File: config.mk
export PLATFORM = sky130hd
export DESIGN_NAME = round_robin_run_queue
export DESIGN_NICKNAME = d
export VERILOG_FILES = /design/src/rtl/rrq_pkg.sv /design/src/rtl/round_robin_run_queue.sv /design/src/rtl/rrq_cell.sv /design/src/rtl/rrq_seq.sv
export SDC_FILE = /design/constraint.sdc
export NUM_CORES = 1
export LEC_CHECK = 0
export ABC_AREA = 1
export BUFFER_PORTS_ARGS = -buffer_cell sky130_fd_sc_hd__buf_2
export CAP_MARGIN = 10
export CORE_MARGIN = 2
export CORE_UTILIZATION = 44
export DETAILED_ROUTE_END_ITERATION = 6
export PLACE_DENSITY = 0.6
export SLEW_MARGIN = 20
export SYNTH_ARGS = -nofsm -noshare
export SYNTH_HDL_FRONTEND = slang
export SYNTH_SLANG_ARGS = --single-unit
File: constraint.sdc
create_clock -name clk -period 4.86 [get_ports clk]
set_input_delay 0 -clock clk [delete_from_list [all_inputs] [get_ports clk]]
set_output_delay 0 -clock clk [all_outputs]
set_load 0.005 [all_outputs]
File: src/rtl/rrq_pkg.sv
// Shared types, constants and codes for the round-robin run queue.
package rrq_pkg;

    localparam int MAX_TASKS   = 16;
    localparam int TASK_W      = $clog2(MAX_TASKS);
    localparam int CNT_W       = $clog2(MAX_TASKS + 1);
    localparam int KIND_W      = 3;
    localparam int SLICE_W     = 16;
    localparam logic [SLICE_W-1:0] SLICE_RESET = 16'd100;

    // Event codes carried in the kind field
    localparam logic [KIND_W-1:0] KIND_JOIN    = 3'd0;
    localparam logic [KIND_W-1:0] KIND_ENQUEUE = 3'd1;
    localparam logic [KIND_W-1:0] KIND_DEQUEUE = 3'd2;
    localparam logic [KIND_W-1:0] KIND_YIELD   = 3'd3;
    localparam logic [KIND_W-1:0] KIND_TICK    = 3'd4;

    // Queue operation applied by the cell chain
    typedef enum logic [1:0] {
        QOP_NONE,
        QOP_PUSH,
        QOP_REMOVE,
        QOP_ROTATE
    } qop_t;

    // Sequencer states
    typedef enum logic [1:0] {
        ST_IDLE,
        ST_EVAL,
        ST_SHIFT,
        ST_REPORT
    } state_t;

    typedef struct packed {
        logic [KIND_W-1:0] kind;
        logic [TASK_W-1:0] task_id;
    } in_item_t;

    typedef struct packed {
        logic [TASK_W-1:0] next_task;
        logic              next_valid;
        logic [CNT_W-1:0]  queued_count;
        logic              resched;
        logic              status;
    } out_item_t;

    // Broadcast control to every cell of the chain
    typedef struct packed {
        qop_t              op;
        logic [TASK_W-1:0] task_id;
        logic [CNT_W-1:0]  count;
    } cell_ctrl_t;

endpackage

File: src/rtl/round_robin_run_queue.sv
// Top level of the round-robin run queue with per-task time slices.
//
// Usage:
//   Input channel: drive item (kind, task_id) and raise start; the transaction
//   is taken at a rising edge where start is high and busy is low.
//   Result channel: done is high for exactly one cycle with result valid;
//   the receiver must take it then, it cannot hold results off.
//   Configuration: cfg_we with cfg_wdata writes the slice length; write only
//   while the block is idle.
// Sequencing:
//   The sequencer walks evaluate, queue update and report; done and the result
//   are registered from the report state, and busy drops in the cycle done is
//   shown. No new transaction is taken before busy drops.
//   Queue removal and rotation are done by a row of slot cells that each
//   compare their task number and shift from their neighbour during the queue update.
// Reset:
//   Queue empty, every slice counter zero, slice length 100, no result shown.
module round_robin_run_queue (
    input  logic                        clk,
    input  logic                        rst_n,
    input  logic                        start,
    output logic                        busy,
    input  rrq_pkg::in_item_t           item,
    output logic                        done,
    output rrq_pkg::out_item_t          result,
    input  logic                        cfg_we,
    input  logic [rrq_pkg::SLICE_W-1:0] cfg_wdata
);

    localparam int N = rrq_pkg::MAX_TASKS;

    logic eval_en;
    logic shift_en;
    logic report_en;

    logic [rrq_pkg::SLICE_W-1:0] slice_ticks_reg;
    logic [rrq_pkg::SLICE_W-1:0] slice_left_reg [N];
    logic [N-1:0]                in_queue_reg;
    logic [rrq_pkg::CNT_W-1:0]   count_reg;

    rrq_pkg::in_item_t           ev_reg;
    rrq_pkg::qop_t               op_reg;
    rrq_pkg::qop_t               op_next;
    logic                        status_reg;
    logic                        status_next;
    logic                        resched_reg;
    logic                        resched_next;
    logic                        slice_we;
    logic [rrq_pkg::SLICE_W-1:0] slice_wval;

    rrq_pkg::out_item_t          result_reg;
    logic                        done_reg;

    logic [rrq_pkg::SLICE_W-1:0] slice_cur;
    logic [rrq_pkg::SLICE_W-1:0] slice_dec;
    logic                        expired;
    logic                        present;

    rrq_pkg::cell_ctrl_t         ctrl;
    logic [rrq_pkg::TASK_W-1:0]  slot_task [N];
    logic [N:0]                  hit;

    rrq_seq u_seq (
        .clk       (clk),
        .rst_n     (rst_n),
        .start     (start),
        .busy      (busy),
        .eval_en   (eval_en),
        .shift_en  (shift_en),
        .report_en (report_en)
    );

    // Capture the accepted transaction
    always_ff @(posedge clk)
    begin
        if (start && !busy)
            ev_reg <= item;
    end

    // Slice length register
    always_ff @(posedge clk or negedge rst_n)
    begin
        if (!rst_n)
            slice_ticks_reg <= rrq_pkg::SLICE_RESET;
        else if (cfg_we)
            slice_ticks_reg <= cfg_wdata;
    end

    // Slice counter of the named task; a counter at zero expires at once
    assign slice_cur = slice_left_reg[ev_reg.task_id];
    assign slice_dec = slice_cur - rrq_pkg::SLICE_W'(1);
    assign expired   = (slice_cur == '0) || (slice_dec == '0);
    assign present   = in_queue_reg[ev_reg.task_id];

    // Event decode: slice update, queue operation and status
    always_comb
    begin
        op_next      = rrq_pkg::QOP_NONE;
        status_next  = 1'b0;
        resched_next = 1'b0;
        slice_we     = 1'b0;
        slice_wval   = slice_ticks_reg;
        unique case (ev_reg.kind)
            rrq_pkg::KIND_JOIN:
            begin
                slice_we = 1'b1;
            end
            rrq_pkg::KIND_ENQUEUE:
            begin
                if (present)
                    status_next = 1'b1;
                else
                    op_next = rrq_pkg::QOP_PUSH;
            end
            rrq_pkg::KIND_DEQUEUE:
            begin
                if (!present)
                    status_next = 1'b1;
                else
                    op_next = rrq_pkg::QOP_REMOVE;
            end
            rrq_pkg::KIND_YIELD:
            begin
                if (!present)
                    status_next = 1'b1;
                else
                    op_next = rrq_pkg::QOP_ROTATE;
            end
            rrq_pkg::KIND_TICK:
            begin
                slice_we   = 1'b1;
                slice_wval = expired ? slice_ticks_reg : slice_dec;
                if (expired && present && (count_reg > rrq_pkg::CNT_W'(1)))
                begin
                    op_next      = rrq_pkg::QOP_ROTATE;
                    resched_next = 1'b1;
                end
            end
            default:
            begin
                status_next = 1'b1;
            end
        endcase
    end

    always_ff @(posedge clk or negedge rst_n)
    begin
        if (!rst_n)
            op_reg <= rrq_pkg::QOP_NONE;
        else if (eval_en)
            op_reg <= op_next;
    end

    always_ff @(posedge clk)
    begin
        if (eval_en)
        begin
            status_reg  <= status_next;
            resched_reg <= resched_next;
        end
    end

    // Per-task slice counters
    always_ff @(posedge clk or negedge rst_n)
    begin
        if (!rst_n)
        begin
            for (int i = 0; i < N; i++)
                slice_left_reg[i] <= '0;
        end
        else if (eval_en && slice_we)
        begin
            slice_left_reg[ev_reg.task_id] <= slice_wval;
        end
    end

    // Queued bits and count, updated with the chain
    always_ff @(posedge clk or negedge rst_n)
    begin
        if (!rst_n)
        begin
            in_queue_reg <= '0;
            count_reg    <= '0;
        end
        else if (shift_en)
        begin
            unique case (op_reg)
                rrq_pkg::QOP_PUSH:
                begin
                    in_queue_reg[ev_reg.task_id] <= 1'b1;
                    count_reg <= count_reg + rrq_pkg::CNT_W'(1);
                end
                rrq_pkg::QOP_REMOVE:
                begin
                    in_queue_reg[ev_reg.task_id] <= 1'b0;
                    count_reg <= count_reg - rrq_pkg::CNT_W'(1);
                end
                default:
                begin
                    count_reg <= count_reg;
                end
            endcase
        end
    end

    // Chain of queue slots, head at cell 0
    always_comb
    begin
        ctrl.op      = shift_en ? op_reg : rrq_pkg::QOP_NONE;
        ctrl.task_id = ev_reg.task_id;
        ctrl.count   = count_reg;
    end

    assign hit[0] = 1'b0;

    for (genvar i = 0; i < N; i++)
    begin : g_cell
        rrq_cell u_cell (
            .clk       (clk),
            .cell_idx  (rrq_pkg::TASK_W'(i)),
            .ctrl      (ctrl),
            .nbr_task  (slot_task[(i + 1 < N) ? i + 1 : i]),
            .hit_in    (hit[i]),
            .hit_out   (hit[i+1]),
            .slot_task (slot_task[i])
        );
    end

    // Result register
    always_ff @(posedge clk)
    begin
        if (report_en)
        begin
            result_reg.next_valid   <= (count_reg != '0);
            result_reg.next_task    <= (count_reg != '0) ? slot_task[0] : '0;
            result_reg.queued_count <= count_reg;
            result_reg.resched      <= resched_reg;
            result_reg.status       <= status_reg;
        end
    end

    always_ff @(posedge clk or negedge rst_n)
    begin
        if (!rst_n)
            done_reg <= 1'b0;
        else
            done_reg <= report_en;
    end

    assign done   = done_reg;
    assign result = result_reg;

endmodule

File: src/rtl/rrq_cell.sv
// One queue slot of the run queue chain: holds a task number, shifts from its neighbour.
module rrq_cell (
    input  logic                       clk,
    input  logic [rrq_pkg::TASK_W-1:0] cell_idx,
    input  rrq_pkg::cell_ctrl_t        ctrl,
    input  logic [rrq_pkg::TASK_W-1:0] nbr_task,
    input  logic                       hit_in,
    output logic                       hit_out,
    output logic [rrq_pkg::TASK_W-1:0] slot_task
);

    logic [rrq_pkg::TASK_W-1:0] task_reg;
    logic [rrq_pkg::TASK_W-1:0] task_next;
    logic [rrq_pkg::CNT_W-1:0]  pos;
    logic                       occupied;
    logic                       match;
    logic                       at_tail;
    logic                       at_free;

    assign pos       = rrq_pkg::CNT_W'(cell_idx);
    assign occupied  = pos < ctrl.count;
    assign match     = occupied && (task_reg == ctrl.task_id);
    assign hit_out   = hit_in | match;
    assign at_tail   = (pos == ctrl.count - rrq_pkg::CNT_W'(1));
    assign at_free   = (pos == ctrl.count);
    assign slot_task = task_reg;

    // Slot update: close the gap behind the removed or rotated task, append at the tail
    always_comb
    begin
        task_next = task_reg;
        unique case (ctrl.op)
            rrq_pkg::QOP_PUSH:
            begin
                if (at_free)
                    task_next = ctrl.task_id;
            end
            rrq_pkg::QOP_REMOVE:
            begin
                if (hit_out)
                    task_next = nbr_task;
            end
            rrq_pkg::QOP_ROTATE:
            begin
                if (at_tail)
                    task_next = ctrl.task_id;
                else if (hit_out)
                    task_next = nbr_task;
            end
            default:
            begin
                task_next = task_reg;
            end
        endcase
    end

    always_ff @(posedge clk)
    begin
        task_reg <= task_next;
    end

endmodule

File: src/rtl/rrq_seq.sv
// Event sequencer of the run queue: state register with next-state and output decode.
module rrq_seq (
    input  logic clk,
    input  logic rst_n,
    input  logic start,
    output logic busy,
    output logic eval_en,
    output logic shift_en,
    output logic report_en
);

    rrq_pkg::state_t state_reg;
    rrq_pkg::state_t state_next;

    // Next state
    always_comb
    begin
        unique case (state_reg)
            rrq_pkg::ST_IDLE:   state_next = start ? rrq_pkg::ST_EVAL : rrq_pkg::ST_IDLE;
            rrq_pkg::ST_EVAL:   state_next = rrq_pkg::ST_SHIFT;
            rrq_pkg::ST_SHIFT:  state_next = rrq_pkg::ST_REPORT;
            rrq_pkg::ST_REPORT: state_next = rrq_pkg::ST_IDLE;
            default:            state_next = rrq_pkg::ST_IDLE;
        endcase
    end

    // Outputs
    always_comb
    begin
        busy      = 1'b1;
        eval_en   = 1'b0;
        shift_en  = 1'b0;
        report_en = 1'b0;
        unique case (state_reg)
            rrq_pkg::ST_IDLE:   busy      = 1'b0;
            rrq_pkg::ST_EVAL:   eval_en   = 1'b1;
            rrq_pkg::ST_SHIFT:  shift_en  = 1'b1;
            rrq_pkg::ST_REPORT: report_en = 1'b1;
            default:            busy      = 1'b1;
        endcase
    end

    always_ff @(posedge clk or negedge rst_n)
    begin
        if (!rst_n)
            state_reg <= rrq_pkg::ST_IDLE;
        else
            state_reg <= state_next;
    end

endmodule

==> impl_metrics.csv <==
group,metric,value,unit
run_status,outcome,"completed",
clocking,postCtsResizedCells,0,
flow_run,drv_cap,0,
floorplan,core_area,48600,sq um
global_routing,antenna_found_initial,0,
synthesis,ys_warn_count,0,
sta,fin_skew,0.0307,ns
setup_path,cp_data_arrival_time,4.92,ns
drt,drc,0,
global_routing,grt_overflow,0,
sta,hold_viol,0,
clocking,cts_tree,"done",
sta,fin_crit_sh,0.918,
sta,drv_slew,0,
global_routing,grt_pass1_wl,116000,um
setup_path,startpoint_type,"flip-flop",
setup_path,cp-end-kind,"flip-flop",
setup_path,path_delay_family,"simple AND/OR/NAND/NOR gates",
placement,routabilityCongestion,0.967,
floorplan,die_w,225,um
synthesis,synth-seq-cells,383,
global_routing,grt_usage,0.298,
clocking,cts.htree.levels,2,
power,p_total,12.0,mW
clocking,clk-insertion-delay-late,0.59,ns
setup_path,worst_ep_required_time,5.31,ns
drt,vias,20610,
synthesis,seq_area_frac_synth,0.464,
placement,port_buffers,40,
setup_path,worstPathCellList,"inv_4 > buf_4 > nand2_1 > nand2_1 > nand2_1 > nand2_1 > nand2_1 > nand2_1 > nor2_1 > ha_1 > inv_1 > nor2_2 > nand4_1 > nand2_1 > nand2_1 > nor3_2 > nand3_4 > nand3_2 > nand2_1 > nand3_1 > nand2_1",
sta,rsz0062_at_grt,"no",
clocking,cts-root-buf,"clkbuf_16",
layout,layout-drive-gt1-share,0.0811,
placement,post_dp_cell_area,22200,sq um
setup_path,slowest_delay,0.56,ns
global_routing,grt_max_degree,123,
clocking,max-clock-path-buffers,3,
clocking,clock_sinks,383,
setup_path,cp_slowest_cell,"nand2_1",
floorplan,std_cell_rows,81,
synthesis,synth-async-reset-ratio,0.778,
sta,fin_tns_setup,0,ns
synthesis,synth_nets,2960,
sta,max_slew.worst_pin.slew,1.16,ns
setup_path,crit_top_cell,"nand2_1",
drt,ant_nets,0,
setup_path,worstSetupPathType,"flip-flop to flip-flop",
setup_path,worst-path-buf-inv,3,
floorplan,die_area,50800,sq um
floorplan,ios,41,
drt,drt-pass1-iter-count,6,
sta,relSlewSlack,0.224,
clocking,cts_inserted_buffers,45,
synthesis,avgSynthCellArea,7.40,sq um
layout,largest_reg_flops,256,
synthesis,netlist_area,21600,sq um
sta,setup_viol,0,
layout,syn_to_final_growth,12.7,%
setup_path,worst-path-max-fanout,30,
drt,wire_per_inst,20.8,um
global_routing,grt_pass1_vias,19334,
floorplan,start_util,0.443,
synthesis,ys_types,49,
power,vdd_drop_max,0.292,mV
drt,detail_route.iter0.violations,2337,
sta,min_period,4.46,ns
drt,wl,75300,um
floorplan,die_height,225,um
synthesis,netlist_instances,2916,
power,p_leak,12.5,nW
power,power_density,494,nW/um^2
drt,routed_via_density,5.69,
synthesis,synth_edf_count,85,
clocking,clk_pin_slew,0.06,ns
sta,max_freq,0.224,GHz
layout,nets,3008,
layout,fin_area,24300,sq um
hold_path,hold_path_class,"input port to async pin",
clocking,post_cts_buffers,0,
synthesis,synth_top_flop_cell,"dfrtp_1",
placement,dp_hpwl,46000,um
## logic make-up (layout without fill, tap and decap cells)
kind of cell    after synthesis  in the layout  synth area share
flops                       383            383             0.464
xor+xnor                     45             45            0.0183
fa+ha+maj                    17             17           0.00986
buf+inv                     332            413            0.0702
compound gates              262            262            0.0710
other cells                   0              1                 0
simple gates               1877           1877             0.366
## synthesized netlist by cell type (4+ instances only)
master	n	area [sq um]
a21oi_1	60	300
a22oi_1	14	105
a31oi_1	9	56.3
buf_1	7	26.3
buf_2	41	205
buf_4	20	150
buf_6	17	191
clkbuf_1	68	255
clkinv_1	4	15.0
dfrtp_1	295	7380
edfxtp_1	85	2550
ha_1	17	213
inv_1	164	616
inv_2	9	33.8
nand2_1	1325	4970
nand2_2	4	25.0
nand2_4	11	124
nand3_1	331	1660
nand4_1	33	206
nand4_2	12	150
nor2_1	106	398
nor2_2	13	81.3
nor2_4	6	67.6
nor3_1	24	120
o211ai_1	18	135
o21ai_0	107	536
o21bai_1	9	67.6
o221ai_1	11	96.3
o22ai_1	16	100
o31ai_1	10	75.1
xnor2_1	28	245
xor2_1	17	149
## path summary, 6_finish.rpt
path                                startpoint                   to  slack, ns  depth (start not counted)
max                                    ctrl[5]  slice_left_reg[230]       0.40                         21
min                                      rst_n   slice_ticks_reg[3]       0.08                          2
max reg2reg                            ctrl[5]  slice_left_reg[230]       0.40                         21
min reg2reg                slice_left_reg[106]  slice_left_reg[106]       0.48                          2
max in group asynchronous                rst_n  slice_left_reg[185]       3.41                          3
min in group clk                       item[6]            ev_reg[6]       0.19                          2
## layout by cell type (no fill, tap or decap), drive strengths merged, types with 60 or more instances in the layout
master	Yosys	final
a21oi	60	60
buf	86	98
clkbuf	68	68
dfrtp	295	295
edfxtp	85	85
inv	174	176
nand2	1340	1340
nand3	333	333
nor2	125	125
o21ai	110	110
## stage by stage
step | cells | setup slack (ns) | utilization | hold WS (ns)
3_3_place_gp | 3482 | 0.585 | 0.457 | 0.180
2_1_floorplan | 2916 | 1.78 | - | -0.296
6_report | 3620 | 0.398 | 0.499 | 0.0755
3_5_place_dp | 3482 | 0.439 | 0.457 | 0.178
4_1_cts | 3619 | 0.437 | 0.499 | 0.153
5_1_grt | 3619 | 0.0242 | 0.499 | 0.191
## power breakdown
part	switching (mW)	total, mW	leakage, nW	internal [mW]
registers	0.390	4.36	4.83	3.97
logic	3.04	4.24	6.95	1.20
clock network	1.40	3.40	0.727	2.01
## routing by layer
metal,global-route usage,vias to the layer above,routed length [um]
met5,0,-,0
met1,0.403,9901,31400
met3,0.0416,193,6070
met2,0.476,996,34600
li1,-,9520,-
met4,0.136,0,3250
## timing repair
action / in CTS / in global routing
hold buffers: 57 / 0
endpoints found under the setup margin: 0 / 0
endpoints found under the hold margin: 145 / 0
## cell type report
| cell class | count | area (sq um) |
|---|---|---|
| sequential | 383 | 10000 |
| clock buffer | 68 | 1380 |
| clock inverter | 12 | 101 |
| multi-input combinational | 2201 | 10100 |
| timing repair buffer | 155 | 1240 |
| antenna | 1 | 2.50 |
| tap | 622 | 778 |
| fill | 4758 | 24300 |
| inverter | 178 | 671 |
No activity file was read; power rests on OpenSTA's default activity.
